**src/rtl/mpva_pkg.sv**
```systemverilog
// shared types and constants of the polyphonic voice allocator
// no dependencies
package mpva_pkg;

  // voice index field, wide enough for the largest voice count
  localparam int unsigned VIDX_W = 5;

  // message codes on the action field
  localparam logic [2:0] ACT_NOTE_ON  = 3'd0;
  localparam logic [2:0] ACT_NOTE_OFF = 3'd1;
  localparam logic [2:0] ACT_CTRL     = 3'd2;
  localparam logic [2:0] ACT_BEND     = 3'd3;
  localparam logic [2:0] ACT_PRESS    = 3'd4;

  localparam logic [6:0] CTRL_MOD_WHEEL = 7'd1;
  localparam logic [6:0] NOTE_CENTRE    = 7'd60;
  localparam logic [13:0] BEND_CENTRE   = 14'd8192;
  localparam logic [7:0] NOTE_NONE      = 8'd128;

  // registers of the configuration port
  localparam logic CFG_DEVICE_FILTER  = 1'b0;
  localparam logic CFG_CHANNEL_FILTER = 1'b1;

  typedef enum logic [2:0] {
    OP_NONE  = 3'd0,
    OP_ON    = 3'd1,
    OP_OFF   = 3'd2,
    OP_CTRL  = 3'd3,
    OP_BEND  = 3'd4,
    OP_PRESS = 3'd5
  } op_e;

  typedef enum logic [2:0] {
    ST_IDLE = 3'b001,
    ST_SCAN = 3'b010,
    ST_DONE = 3'b100
  } state_e;

  // search record handed from cell to cell
  typedef struct packed {
    logic              free_found;
    logic [VIDX_W-1:0] free_idx;
    logic [7:0]        min_note;
    logic [VIDX_W-1:0] min_idx;
    logic              match_found;
    logic [VIDX_W-1:0] match_idx;
    logic [3:0]        match_chan;
  } scan_t;

  localparam scan_t SCAN_INIT = '{
    free_found:  1'b0,
    free_idx:    '0,
    min_note:    NOTE_NONE,
    min_idx:     '0,
    match_found: 1'b0,
    match_idx:   '0,
    match_chan:  4'd0
  };

  // voice update broadcast to all cells
  typedef struct packed {
    logic              we;
    logic              alloc;
    logic [VIDX_W-1:0] idx;
    logic [6:0]        note;
    logic [6:0]        vel;
    logic [3:0]        chan;
  } commit_t;

endpackage

```
**src/rtl/mpva_cell.sv**
```systemverilog
// one voice cell: holds a voice and folds it into the passing search record
// depends on mpva_pkg
module mpva_cell import mpva_pkg::*; #(
  parameter int unsigned IDX = 0
) (
  input  logic       clk_i,
  input  logic       rst_ni,
  input  logic       wave_i,
  input  scan_t      scan_i,
  input  logic [6:0] key_i,
  input  commit_t    commit_i,
  output logic       wave_o,
  output scan_t      scan_o
);

  localparam logic [VIDX_W-1:0] MyIdx = VIDX_W'(IDX);

  logic       active_q, active_d;
  logic [6:0] note_q, note_d;
  logic [6:0] vel_q, vel_d;
  logic [3:0] chan_q, chan_d;
  logic       wave_q;
  scan_t      scan_q, scan_d;

  // fold this voice into the record
  always_comb begin
    scan_d = scan_i;
    if (!scan_i.free_found && !active_q) begin
      scan_d.free_found = 1'b1;
      scan_d.free_idx   = MyIdx;
    end
    if ({1'b0, note_q} < scan_i.min_note) begin
      scan_d.min_note = {1'b0, note_q};
      scan_d.min_idx  = MyIdx;
    end
    if (!scan_i.match_found && active_q && (note_q == key_i)) begin
      scan_d.match_found = 1'b1;
      scan_d.match_idx   = MyIdx;
      scan_d.match_chan  = chan_q;
    end
  end

  always_comb begin
    active_d = active_q;
    note_d   = note_q;
    vel_d    = vel_q;
    chan_d   = chan_q;
    if (commit_i.we && (commit_i.idx == MyIdx)) begin
      if (commit_i.alloc) begin
        active_d = 1'b1;
        note_d   = commit_i.note;
        vel_d    = commit_i.vel;
        chan_d   = commit_i.chan;
      end else begin
        active_d = 1'b0;
        note_d   = 7'd0;
        vel_d    = 7'd0;
      end
    end
  end

  always_ff @(posedge clk_i or negedge rst_ni) begin
    if (!rst_ni) begin
      active_q <= 1'b0;
      note_q   <= 7'd0;
      vel_q    <= 7'd0;
      chan_q   <= 4'd0;
      wave_q   <= 1'b0;
    end else begin
      active_q <= active_d;
      note_q   <= note_d;
      vel_q    <= vel_d;
      chan_q   <= chan_d;
      wave_q   <= wave_i;
    end
  end

  always_ff @(posedge clk_i) begin
    if (wave_i) begin
      scan_q <= scan_d;
    end
  end

  assign wave_o = wave_q;
  assign scan_o = scan_q;

endmodule

```
**src/rtl/midi_poly_voice_allocator.sv**
```systemverilog
// polyphonic midi voice allocator: lowest free voice, lowest-note steal
// note messages: result after the search wave has passed every cell (one cell a cycle)
// other messages: go from idle straight to the done state; one request in flight at a time
// next request taken in the cycle after the result loads, and none before that
// rst_ni clears all voices, global levels, filters and handshake state at once
// depends on mpva_pkg and mpva_cell
module midi_poly_voice_allocator import mpva_pkg::*; #(
  parameter int unsigned VOICES  = 8,
  parameter int unsigned DEVICES = 16
) (
  input  logic               clk_i,
  input  logic               rst_ni,
  // configuration writes
  input  logic               cfg_we_i,
  input  logic               cfg_index_i,
  input  logic [4:0]         cfg_data_i,
  // request channel
  input  logic               in_valid_i,
  output logic               in_ready_o,
  input  logic [2:0]         action_i,
  input  logic [3:0]         device_index_i,
  input  logic [4:0]         channel_i,
  input  logic [6:0]         data_a_i,
  input  logic [6:0]         data_b_i,
  input  logic [13:0]        bend_value_i,
  // result channel
  output logic               out_valid_o,
  input  logic               out_ready_i,
  output logic               passed_filter_o,
  output logic               voice_changed_o,
  output logic [2:0]         voice_number_o,
  output logic               stolen_o,
  output logic               gate_o,
  output logic signed [7:0]  pitch_semitones_o,
  output logic [6:0]         voice_velocity_o,
  output logic [4:0]         voice_midi_channel_o,
  output logic [6:0]         mod_wheel_o,
  output logic signed [13:0] pitch_bend_o,
  output logic [6:0]         aftertouch_o
);

  localparam logic [6:0] DevLimit = 7'(DEVICES);

  // filters
  logic [4:0] dev_filt_q, chan_filt_q;

  // request held while it is worked on
  state_e     state_q, state_d;
  op_e        op_q, op_d;
  logic       pass_q, pass_d;
  logic [6:0] da_q, db_q;
  logic [3:0] chan_q;
  logic [13:0] bend_q;
  logic       start_q, start_d;

  // global levels
  logic [6:0]  mod_q, mod_d;
  logic [13:0] bend_lvl_q, bend_lvl_d;
  logic [6:0]  press_q, press_d;

  // result register
  logic        out_valid_q, out_valid_d;
  logic        load;
  logic        changed_d, stolen_d, gate_d;
  logic [VIDX_W-1:0] vidx_d;
  logic [7:0]  pitch_d;
  logic [6:0]  vel_d;
  logic [4:0]  vchan_d;
  logic        pass_res_q;
  logic        changed_q, stolen_q, gate_q;
  logic [2:0]  vnum_q;
  logic [7:0]  pitch_q;
  logic [6:0]  vel_q;
  logic [4:0]  vchan_q;

  // cell chain
  logic    wave [VOICES+1];
  scan_t   scan [VOICES+1];
  commit_t commit;
  scan_t   res;

  logic accept;
  logic pass_in;
  logic [2:0] act_eff;

  assign accept     = in_valid_i && in_ready_o;
  assign in_ready_o = (state_q == ST_IDLE);

  // filter check and decode of the incoming request
  always_comb begin
    pass_in = 1'b1;
    if ((dev_filt_q != 5'd0) &&
        (({2'b00, dev_filt_q} > DevLimit) ||
         ({1'b0, device_index_i} != (dev_filt_q - 5'd1)))) begin
      pass_in = 1'b0;
    end
    if ((chan_filt_q != 5'd0) && (channel_i != chan_filt_q)) begin
      pass_in = 1'b0;
    end
    // note-on at zero velocity acts as note-off
    act_eff = action_i;
    if ((action_i == ACT_NOTE_ON) && (data_b_i == 7'd0)) begin
      act_eff = ACT_NOTE_OFF;
    end
    op_d = OP_NONE;
    if (pass_in) begin
      case (act_eff)
        ACT_NOTE_ON:  op_d = OP_ON;
        ACT_NOTE_OFF: op_d = OP_OFF;
        ACT_CTRL:     op_d = OP_CTRL;
        ACT_BEND:     op_d = OP_BEND;
        ACT_PRESS:    op_d = OP_PRESS;
        default:      op_d = OP_NONE;
      endcase
    end
    pass_d  = pass_in;
    start_d = accept && ((op_d == OP_ON) || (op_d == OP_OFF));
  end

  // sequencer: idle, wait for the search wave on note messages, then commit
  always_comb begin
    state_d = state_q;
    case (state_q)
      ST_IDLE: begin
        if (accept) begin
          state_d = start_d ? ST_SCAN : ST_DONE;
        end
      end
      ST_SCAN: begin
        if (wave[VOICES]) begin
          state_d = ST_DONE;
        end
      end
      ST_DONE: begin
        if (load) begin
          state_d = ST_IDLE;
        end
      end
      default: state_d = ST_IDLE;
    endcase
  end

  // commit stage, result register free or being emptied
  assign load = (state_q == ST_DONE) && (!out_valid_q || out_ready_i);
  assign res  = scan[VOICES];

  always_comb begin
    commit     = '0;
    changed_d  = 1'b0;
    stolen_d   = 1'b0;
    gate_d     = 1'b0;
    vidx_d     = '0;
    pitch_d    = 8'd0;
    vel_d      = 7'd0;
    vchan_d    = 5'd0;
    mod_d      = mod_q;
    bend_lvl_d = bend_lvl_q;
    press_d    = press_q;
    case (op_q)
      OP_ON: begin
        // first free voice, else steal the lowest note
        vidx_d    = res.free_found ? res.free_idx : res.min_idx;
        stolen_d  = !res.free_found;
        changed_d = 1'b1;
        gate_d    = 1'b1;
        pitch_d   = {1'b0, da_q} - {1'b0, NOTE_CENTRE};
        vel_d     = db_q;
        vchan_d   = {1'b0, chan_q} + 5'd1;
        commit.we    = load;
        commit.alloc = 1'b1;
        commit.idx   = vidx_d;
        commit.note  = da_q;
        commit.vel   = db_q;
        commit.chan  = chan_q;
      end
      OP_OFF: begin
        if (res.match_found) begin
          vidx_d    = res.match_idx;
          changed_d = 1'b1;
          vchan_d   = {1'b0, res.match_chan} + 5'd1;
          commit.we    = load;
          commit.alloc = 1'b0;
          commit.idx   = res.match_idx;
        end
      end
      OP_CTRL: begin
        if (da_q == CTRL_MOD_WHEEL) begin
          mod_d = db_q;
        end
      end
      OP_BEND:  bend_lvl_d = bend_q - BEND_CENTRE;
      OP_PRESS: press_d    = da_q;
      default: ;
    endcase
  end

  always_comb begin
    out_valid_d = out_valid_q;
    if (load) begin
      out_valid_d = 1'b1;
    end else if (out_ready_i) begin
      out_valid_d = 1'b0;
    end
  end

  // the chain of voice cells
  assign wave[0] = start_q;
  assign scan[0] = SCAN_INIT;

  for (genvar g = 0; g < VOICES; g++) begin : g_cell
    mpva_cell #(
      .IDX (g)
    ) u_cell (
      .clk_i    (clk_i),
      .rst_ni   (rst_ni),
      .wave_i   (wave[g]),
      .scan_i   (scan[g]),
      .key_i    (da_q),
      .commit_i (commit),
      .wave_o   (wave[g+1]),
      .scan_o   (scan[g+1])
    );
  end

  // control and state registers
  always_ff @(posedge clk_i or negedge rst_ni) begin
    if (!rst_ni) begin
      state_q     <= ST_IDLE;
      start_q     <= 1'b0;
      out_valid_q <= 1'b0;
      dev_filt_q  <= 5'd0;
      chan_filt_q <= 5'd0;
      mod_q       <= 7'd0;
      bend_lvl_q  <= 14'd0;
      press_q     <= 7'd0;
      op_q        <= OP_NONE;
      pass_q      <= 1'b0;
    end else begin
      state_q     <= state_d;
      start_q     <= start_d;
      out_valid_q <= out_valid_d;
      if (cfg_we_i) begin
        case (cfg_index_i)
          CFG_DEVICE_FILTER:  dev_filt_q  <= cfg_data_i;
          CFG_CHANNEL_FILTER: chan_filt_q <= cfg_data_i;
          default: ;
        endcase
      end
      if (load) begin
        mod_q      <= mod_d;
        bend_lvl_q <= bend_lvl_d;
        press_q    <= press_d;
      end
      if (accept) begin
        op_q   <= op_d;
        pass_q <= pass_d;
      end
    end
  end

  // request payload
  always_ff @(posedge clk_i) begin
    if (accept) begin
      da_q   <= data_a_i;
      db_q   <= data_b_i;
      chan_q <= 4'(channel_i - 5'd1);
      bend_q <= bend_value_i;
    end
  end

  // result payload, held while the result waits even if a new request is taken
  always_ff @(posedge clk_i) begin
    if (load) begin
      pass_res_q <= pass_q;
      changed_q  <= changed_d;
      stolen_q   <= stolen_d;
      gate_q     <= gate_d;
      vnum_q     <= vidx_d[2:0];
      pitch_q    <= pitch_d;
      vel_q      <= vel_d;
      vchan_q    <= vchan_d;
    end
  end

  assign out_valid_o          = out_valid_q;
  assign passed_filter_o      = pass_res_q;
  assign voice_changed_o      = changed_q;
  assign voice_number_o       = vnum_q;
  assign stolen_o             = stolen_q;
  assign gate_o               = gate_q;
  assign pitch_semitones_o    = $signed(pitch_q);
  assign voice_velocity_o     = vel_q;
  assign voice_midi_channel_o = vchan_q;
  assign mod_wheel_o          = mod_q;
  assign pitch_bend_o         = $signed(bend_lvl_q);
  assign aftertouch_o         = press_q;

endmodule

```
**config.mk**
```make
export PLATFORM = sky130hd
export DESIGN_NAME = midi_poly_voice_allocator
export DESIGN_NICKNAME = d
export VERILOG_FILES = /design/src/rtl/mpva_pkg.sv /design/src/rtl/mpva_cell.sv /design/src/rtl/midi_poly_voice_allocator.sv
export SDC_FILE = /design/constraint.sdc
export NUM_CORES = 1
export LEC_CHECK = 0
export BUFFER_PORTS_ARGS = -buffer_cell sky130_fd_sc_hd__buf_2
export CORE_ASPECT_RATIO = 1.25
export CORE_MARGIN = 2
export CORE_UTILIZATION = 52
export DETAILED_ROUTE_END_ITERATION = 12
export PLACE_DENSITY = 0.82
export SLEW_MARGIN = 10
export SYNTH_ARGS = -nofsm -noshare
export SYNTH_HDL_FRONTEND = slang
export SYNTH_SLANG_ARGS = --single-unit
```
**constraint.sdc**
```tcl
create_clock -name clk_i -period 3.04 [get_ports clk_i]
set_clock_uncertainty 0.1 [all_clocks]
set_input_delay 0.456 -clock clk_i [delete_from_list [all_inputs] [get_ports clk_i]]
set_output_delay 0.456 -clock clk_i [all_outputs]
set_load 0.01 [all_outputs]
```
# ---- Yosys cells after proc, flatten, opt, wreduce, memory -nomap -nowiden
# Index checks and enable logic that the tools add are counted.
# Widths: inputs -> output; s select.
dict set report classes {
  add_sub_neg 6
  order_cmp 9
  eq_ne 35
  n_mux 41
  bitwise 1
  reduce_logical 83
}
# op n
set ops {}
lappend ops {{$mux 12} 6}
lappend ops {{$eq 7x7->1} 8}
lappend ops {{$lt 7x8->1} 7}
lappend ops {{$logic_and 1x1->1} 36}
lappend ops {{$mux 4} 7}
lappend ops {{$reduce_and 2->1} 12}
lappend ops {{$logic_not 1->1} 23}
lappend ops {{$mux 3} 7}
lappend ops {{$eq 5x3->1 const B} 4}
lappend ops {{$eq 3x2->1 const B} 6}
lappend ops {{$mux 18} 1}
lappend ops {{$pmux 3 s5} 1}
lappend ops {{$mux 7} 2}
lappend ops {{$pmux 7 s2} 1}
lappend ops {{$sub 14x14->14 const B} 1}
lappend ops {{$mux 13} 1}
lappend ops {{$eq 3x1->1 const B} 4}
lappend ops {{$eq 3x3->1 const B} 4}
lappend ops {{$add 4x1->5 const B} 2}
lappend ops {{$eq 5x2->1 const B} 2}
lappend ops {{$mux 10} 1}
lappend ops {{$mux 5} 2}
lappend ops {{$pmux 5 s2} 1}
lappend ops {{$reduce_bool 5->1} 2}
lappend ops {{other kinds (23)} 34}
dict set report word_totals {
  ff_bits 434
  inputBits 51
  output_inout_bits 57
  elab_cells 291
}

# ---- Logic depth before layout (Yosys ltp)
# Gate-level depths: netlist (run 1).
dict set report logic_depth {
  ltp_word 13
  mapped_depth 8
  mapped_depth_nobuf 7
}

# ---- Hierarchy
# Synthesis (run 1) repeated with hierarchy kept, for this count alone.
dict set report hier_totals {
  hier_cells 1406
  hier_area_um2 19494.9
}
# mod n_inst cells_each area_each_um2 seq_area_each_um2
set by_module_without_submodules {}
lappend by_module_without_submodules {{mpva_cell at g_cell[1].u_cell ...} 3 135 1873.0 1196.1}
lappend by_module_without_submodules {midi_poly_voice_allocator 1 324 4523.1 2949.1}
lappend by_module_without_submodules {{mpva_cell at g_cell[5].u_cell ...} 2 135 1874.3 1196.1}
lappend by_module_without_submodules {{mpva_cell at g_cell[3].u_cell} 1 136 1869.3 1196.1}
lappend by_module_without_submodules {{mpva_cell at g_cell[7].u_cell} 1 136 1868.0 1196.1}
lappend by_module_without_submodules {{mpva_cell at g_cell[0].u_cell} 1 135 1866.8 1196.1}

# ---- Worst setup path after synthesis (run 1)
# Ideal clock, no wire load.
dict set report synth_timing {
  path_kind {flip-flop to flip-flop}
  from {register state_q[0]}
  to {register state_q[2]}
  setup_ps 121
  arrival_time_ps 2164
  t_required_ps 2819
  slack_ps 655
  stages_incl_launch_ff 7
  n_path_buf 1
  synth_period_minus_slack_ps 2385
  path_cell_list {dfstp_2 > nand3b_1 > or2_2 > clkbuf_1 > inv_1 > nand2_1 > o22a_1}
}
dict set report synth_via {
  elab_chain_len 6
  elab_cells_between_ends 13
  cone_classes {eq/ne: 6; mux: 3; reduce/logical: 4}
}
# element line_no
set synth_lines {}
lappend synth_lines {{from (decl)} midi_poly_voice_allocator.sv:48} ;# state_e state_q, state_d;
lappend synth_lines {{from (signal assigned)} midi_poly_voice_allocator.sv:239} ;# state_q <= state_d;
lappend synth_lines {{$eq 3x1->1 (*)} midi_poly_voice_allocator.sv:87} ;# assign in_ready_o = (state_q == ST_IDLE);
lappend synth_lines {{$logic_and 1x1->1 (*)} midi_poly_voice_allocator.sv:86} ;# assign accept = in_valid_i && in_ready_o;
lappend synth_lines {{via accept} midi_poly_voice_allocator.sv:82} ;# logic accept;
lappend synth_lines {{$logic_and 1x1->1} midi_poly_voice_allocator.sv:117} ;# start_d = accept && ((op_d == OP_ON) || (op_d == OP_OFF));
lappend synth_lines {{$mux 3} midi_poly_voice_allocator.sv:126} ;# state_d = start_d ? ST_SCAN : ST_DONE;
lappend synth_lines {{$mux 3} midi_poly_voice_allocator.sv:125} ;# if (accept) begin
lappend synth_lines {{$pmux 3 s3} midi_poly_voice_allocator.sv:123} ;# case (state_q)
# The timed path passes the listed nets; every way through them passes the cells marked *. The select of a mux whose other input is x is not followed.
# A chain may end at the register's enable or synchronous reset.

==> flow_metrics.tcl, run 1 <==
set metrics [dict create \
    slew_viol_final 0 \
    fmax_mhz 391 \
    avgSynthCellArea_um2 14.4 \
    fin_crit_ps 2560 \
    drt_iter0_drc 681 \
    ir_drop_mv 0.324 \
    vias 9114 \
    cp_slowest_stage_delay_ps 590 \
    worstPathCellList "or3b_4 > nor2_2 > a21oi_2 > inv_4 > nand2_2 > nor2_2 > mux2_2" \
    synthAdderAreaFrac 0.0379 \
    grt_pass1_wl_um 51000 \
    coreArea_mm2 0.0300 \
    overflow 0 \
    synth-compound-area-share 0.0291 \
    path_clk_slew_ps 70 \
    timing.final.crit_share 0.841 \
    synth_top_family_by_area "multiplexers" \
    ys_seq_elements 358 \
    clockRootBuffer "clkbuf_16" \
    ff2ff_path_depth 7 \
    placementRows 71 \
    critPathBufInv 1 \
    crit_required_ps 3350 \
    clkLatencyLatePin_ps 530 \
    timing.critical_path.mode_cell "nor2_2" \
    ys.flop_type "edfxtp_1" \
    yosys_warnings 0 \
    critPathKind "flop to flop" \
    clock_sinks 358 \
    synth-edff-count 207 \
    clockBufferDepth 3 \
    grt_pass1_vias 9617 \
    hpwl_um 23400 \
    worstSetupStartpointType "flop" \
    cts_setup_buffers 0 \
    tightest_slew_ps 932 \
    ys_seq_area_frac 0.630 \
    fp.dieW_um 160 \
    grt_max_degree 71 \
    hold_class "primary input to flop" \
    yosys.area_share.simple 0.104 \
    die_h_um 199 \
    synth_xor_area_frac 0.0420 \
    holdPathStages 1 \
    synthCells 1101 \
    syn-num-nets 1200 \
    synthArstFlopShare 0.422 \
    rsz0062_at_grt "false" \
    fin_nets 1350 \
    leakage_nw 8.11 \
    wl_per_cell_um 19.5 \
    critical_path.top_delay_family "simple AND/OR/NAND/NOR gates" \
    synthMuxAreaShare 0.133 \
    postRouteAntennaNets 0 \
    globalRouteTotalUtil 0.207 \
    first_pass_iters 5 \
    end_kind "flop" \
    syn_area_mm2 0.0159 \
    slowest_stage "or3b_4" \
    start_util 0.528 \
    whs_ps 13.9 \
    fin_setup_tns_ps 0 \
    cts_resized 0 \
    stdcell_count 1678 \
    die-area_mm2 0.0319 \
    setup_viol 0 \
    setup_ws_ps 483 \
    pre_cts_ws_ps 540 \
    hold_buffers 17 \
    powerDensity_mw_per_mm2 548 \
    cts_tree "done" \
    ios 108 \
    cp_max_fo 21 \
    antenna_found_initial 0 \
    crit_arrival_ps 2870 \
    timing.slew.headroom 0.379 \
    hold_viol 0 \
    status "complete, no violations" \
    routed_via_density 5.43 \
    routabilityCongestion 0.803 \
    worstSetupPathDepth 7 \
    area_delta_synth_final_pct 14.9 \
    io_buffer_count 107 \
    synth.distinct_cells 67 \
    drc 0 \
    cap_violations 0 \
    h-tree-depth 2 \
    cts_buffers 34 \
    placedCellCount 1599 \
    wl_um 32700 \
    diodes 0 \
    final_layout_size_suffix_gt1_frac 0.313 \
]
[cell families after synthesis]
logic type / count (synthesis)
multiplexers: 185
adder cells (fa/ha/maj): 48
flip-flops: 358
AO/OA/AOI/OAI: 64
buffers and inverters: 90
AND/OR/NAND/NOR: 280
XOR/XNOR: 76
[metal layers]
layer,global-route usage,part of all wire,vias up
met3,0.0241,0.032,63
met2,0.390,0.55,215
met1,0.240,0.39,4618
met4,0.0841,0.033,0
li1,-,-,4218
met5,0,0,-
[worst paths after layout]
check,from,end,slack [ps]
worst min register to register,pass_q,passed_filter_o,360
worst max register to register,op_q[2],g_cell[7].u_cell.chan_q[0],480
max in group asynchronous,rst_ni,dev_filt_q[0],1630
min in group asynchronous,rst_ni,mod_wheel_o[1],410
worst max-delay path,op_q[2],g_cell[7].u_cell.chan_q[0],480
worst min-delay path,data_b_i[4],db_q[4],10
[final cells by class]
| type | count | area (um2) |
|---|---|---|
| fillers | 2236 | 11800 |
| multi-input cells | 653 | 5490 |
| well taps | 401 | 502 |
| inverters | 62 | 238 |
| repair buffers | 142 | 860 |
| flip-flops and latches | 358 | 10000 |
| clock inverters | 15 | 174 |
| clock buffers | 47 | 961 |
[per-stage QoR]
stage	instance area [um2]	util	power (W)
6_report	18200	0.607	0.00998
3_3_place_gp	16900	0.563	0.00575
2_1_floorplan	15900	-	0.00557
4_1_cts	18200	0.607	0.0100
5_1_grt	18200	0.607	0.0103
3_5_place_dp	16900	0.563	0.00576
[Yosys cell counts, types with 5 or more instances]
library cell / number / area [um2]
a21o_1: 9 / 67.6
a21oi_1: 11 / 55.1
a21oi_2: 7 / 61.3
and2_1: 20 / 125
and4_1: 5 / 43.8
buf_2: 5 / 25.0
clkbuf_1: 14 / 52.6
dfrtp_1: 150 / 3750
edfxtp_1: 207 / 6220
ha_1: 48 / 601
inv_1: 60 / 225
mux2_1: 21 / 236
mux2_2: 154 / 1730
mux2_4: 7 / 105
nand2_1: 79 / 297
nand2b_1: 26 / 163
nand3_1: 20 / 100
nand3b_1: 5 / 37.5
nand4_1: 6 / 37.5
nor2_1: 31 / 116
nor2_2: 5 / 31.3
nor2b_1: 13 / 81.3
nor3b_1: 6 / 45.0
nor4_1: 10 / 62.6
o2111ai_1: 6 / 52.6
o21ai_0: 12 / 60.1
o22ai_1: 5 / 31.3
or2_2: 20 / 125
xnor2_1: 48 / 420
xor2_1: 28 / 245
[state kept, by name, indices dropped and copies added, names as in the netlist, 5 cells and up]
signal and cells:
voice_velocity_o 7, pitch_bend_o 14, g_cell.u_cell.wave_o 8, g_cell.u_cell.scan_o 148
g_cell.u_cell.active_q 8, pitch_semitones_o 8, g_cell.u_cell.chan_q 32, chan_filt_q 5
bend_q 14, dev_filt_q 5, aftertouch_o 7, mod_wheel_o 7
da_q 7, db_q 7, voice_midi_channel_o 5, g_cell.u_cell.note_q 56
[placed cells by master, fill, tap and decap left out, drive strengths merged, types with 2 or more instances in the layout]
cell / instances
mux2: 182
or3: 2
a21oi: 18
nand2b: 27
nand3: 27
clkinv: 11
a21o: 9
nor4: 12
xor2: 28
edfxtp: 207
and2: 20
bufinv: 3
inv: 62
dlygate4sd3: 17
nor2b: 13
dfrtp: 150
nor2: 41
nand4: 6
and4: 5
o22ai: 5
ha: 48
nor3b: 6
o21bai: 2
or2: 20
o31ai: 4
clkbuf: 47
o21ai: 13
nand2: 84
nand3b: 5
mux2i: 3
o2111ai: 6
buf: 125
xnor2: 48
nor3: 3
[worst register-to-register path, stage by stage, from the launching register on]
cell and delay [ps]:
dfrtp_1 440, or3b_4 590, nor2_2 230, a21oi_2 120, inv_4 180, nand2_2 130, nor2_2 270, mux2_2 390
[power by group]
part | total, W | switching (W) | leakage [nW] | internal, W
sequential | 0.00529 | 0.0000870 | 4.01 | 0.00521
combinational | 0.000395 | 0.000225 | 3.54 | 0.000171
clock | 0.00429 | 0.00180 | 0.559 | 0.00249
total | 0.00998 | 0.00212 | 8.11 | 0.00787
Note: power is estimated with default switching activity, not from simulation.
==> inputs of run 2 (changes only) <==
Settings changed: ABC_AREA set to 1.
Clock period 3.04 ns to 2.4 ns, I/O delays scaled along.
==> run 2 against run 1 <==
  * Final area is essentially flat
  * Via count increased by 23%
  * Global-route usage is 2.3 points higher
  * Fmax up 13%
  * Core utilization rose by 1.6 points
  * Non-clock buffer count rose by 37
  * Sequential power up 37%
  * First-iteration DRC count rose by 49%
  * Power increased by 44%
  * Register-to-register slack worse by 340 ps
==> flow_metrics.tcl, run 2 <==
set metrics [dict create \
    layout_common_cells "nand2_1 (366), edfxtp_1 (207), inv_1 (206)" \
    die-area_mm2 0.0312 \
    wl_met3_um 2470 \
    die_h_um 197 \
    clock_sinks 358 \
    drt_iter0_drc 1015 \
    end_kind "flop" \
    h-tree-depth 2 \
    ios 108 \
    io_buffer_count 107 \
    avgSynthCellArea_um2 10.5 \
    cts_tree "done" \
    clkLatencyLatePin_ps 520 \
    syn-num-nets 1572 \
    powerDensity_mw_per_mm2 790 \
    nFillCells 2257 \
    ys.flop_type "edfxtp_1" \
    tightest_slew_ps 807 \
    wl_per_cell_um 16.9 \
    timing.critical_path.mode_cell "nand2_1" \
    top_layer "met4" \
    met1_length_um 12400 \
    hold_viol 0 \
    synth_common_cells "nand2_1 (366), edfxtp_1 (207), inv_1 (206)" \
    cts_buffers 35 \
    cap_violations 0 \
    yosys-top-cells-area "edfxtp_1 (40%), dfrtp_1 (24%), nand2_1 (8.9%)" \
    worstSetupStartpointType "flop" \
    critPathKind "flop to flop" \
    fp.dieW_um 158 \
    slew_viol_final 0 \
    fmax_mhz 443 \
    grt_pass1_vias 11300 \
    clockRootBuffer "clkbuf_16" \
    vias 11200 \
    largest_reg_flops 148 \
    slowest_stage "dfrtp_1" \
    clockBufferDepth 3 \
    first_pass_iters 6 \
    cts_setup_buffers 0 \
    routabilityCongestion 0.891 \
    wl_um 35200 \
    setup_viol 0 \
    grt_pass1_wl_um 55400 \
    yosys_warnings 0 \
    cp_max_fo 11 \
    hpwl_um 25400 \
    rsz0062_at_grt "false" \
    drc 0 \
    placementRows 70 \
    synthCells 1473 \
    ys_seq_area_frac 0.645 \
    grt_max_degree 47 \
    syn_area_mm2 0.0155 \
    whs_ps 25.1 \
    timing.slew.headroom 0.462 \
    fin_setup_tns_ps 0 \
    cp_slowest_stage_delay_ps 440 \
    start_util 0.529 \
    fin_crit_ps 2260 \
    synthDominantCellAreaShare 0.401 \
    synth.distinct_cells 42 \
    worstPathCellList "ha_1 > nand2_1 > o21ai_0 > nand4_1 > nand2_1 > inv_1 > or2_2" \
    final_common_cell "nand2_1" \
    fin_nets 1761 \
    overflow 0 \
    globalRouteTotalUtil 0.230 \
    yosysTopAreaCell "edfxtp_1" \
    synthArstFlopShare 0.422 \
    crit_arrival_ps 2420 \
    diodes 0 \
    ir_drop_mv 0.629 \
    synthMostInstantiatedCell "nand2_1" \
    status "complete, no violations" \
    antenna_found_initial 0 \
    timing.final.crit_share 0.940 \
    final_layout_size_suffix_gt1_frac 0.150 \
    crit_required_ps 2560 \
    hold_class "primary input to flop" \
    synth-edff-count 207 \
    area_delta_synth_final_pct 17.6 \
    path_clk_slew_ps 60 \
    ys_seq_elements 358 \
    wl_met2_um 18700 \
    coreArea_mm2 0.0293 \
    postRouteAntennaNets 0 \
    leakage_nw 8.29 \
    routed_via_density 5.36 \
]
run 2: cell types whose count changed after synthesis, sizes merged, moves of 19 or more:
cell    delta
nand2b    -27
nor2      +40
xnor2     -44
mux2     -169
o21ai    +162
and2      -19
inv      +148
nand2    +291
run 2: path summary, 6_finish.rpt:
kind	from	to	slack, ps	cells past startpoint
max reg2reg	g_cell[5].u_cell.note_q[2]	g_cell[5].u_cell.scan_o[10]	140	7
min reg2reg	bend_q[13]	pitch_bend_o[13]	340	1
max in group asynchronous	rst_ni	state_q[0]	1230	3
max	g_cell[5].u_cell.note_q[2]	g_cell[5].u_cell.scan_o[10]	140	7
min in group asynchronous	rst_ni	g_cell[1].u_cell.note_q[4]	250	2
min	cfg_data_i[4]	dev_filt_q[4]	30	3
run 2: kinds of logic after synthesis:
group	after synthesis	synth area share
AOI/OAI and AO/OA	250	0.0872
xor gates and xnor gates	26	0.0147
adders and majority gates	48	0.0388
buffers and inverters	237	0.0583
DFF	358	0.645
muxes	13	0.00945
and+or+nand+nor	541	0.146
run 2: worst max-delay path, delay by kind of cell, from the launching register on:
family                     cells  cell delay (ps)
and+or+nand+nor                4              760
DFF                            1              440
adders and majority gates      1              300
AOI/OAI and AO/OA              1              240
buffers and inverters          1              160
run 2: timing repair:
item | 4_1_cts | 5_1_grt
resized for setup | 0 | 2
endpoints found under the hold margin | 71 | 0
hold buffers | 30 | 0
setup endpoints to repair | 0 | 2
run 2: where the power goes:
group,switching (W),internal [W]
combinational,0.00110,0.000643
clock,0.00222,0.00317
sequential,0.000237,0.00701
total,0.00356,0.0108
run 2: layout make-up:
type / count / area [um2] / area share
Clock buffer: 56 / 1070 / 0.0587
Clock inverter: 7 / 63.8 / 0.00350
Inverter: 210 / 788 / 0.0433
Multi-Input combinational cell: 878 / 4610 / 0.253
Sequential cell: 358 / 10000 / 0.549
Tap cell: 396 / 495 / 0.0272
Timing Repair Buffer: 179 / 1180 / 0.0649
run 2: through the flow:
stage | cell area [um2] | power (W) | cells | utilization | setup slack (ps)
global placement | 16800 | 0.00895 | 1991 | 0.573 | 381
global route | 18200 | 0.0149 | 2084 | 0.622 | 1.36
finish | 18200 | 0.0144 | 2084 | 0.622 | 145
CTS | 18200 | 0.0144 | 2084 | 0.622 | 111
floorplan | 15500 | 0.00823 | 1473 | - | 182
detailed placement | 16800 | 0.00904 | 1991 | 0.573 | 172
run 2: metal layers:
layer,track usage,up-vias
met1,0.258,5337
li1,-,5273
met2,0.420,442
met5,0,-
met3,0.0363,121
met4,0.114,0
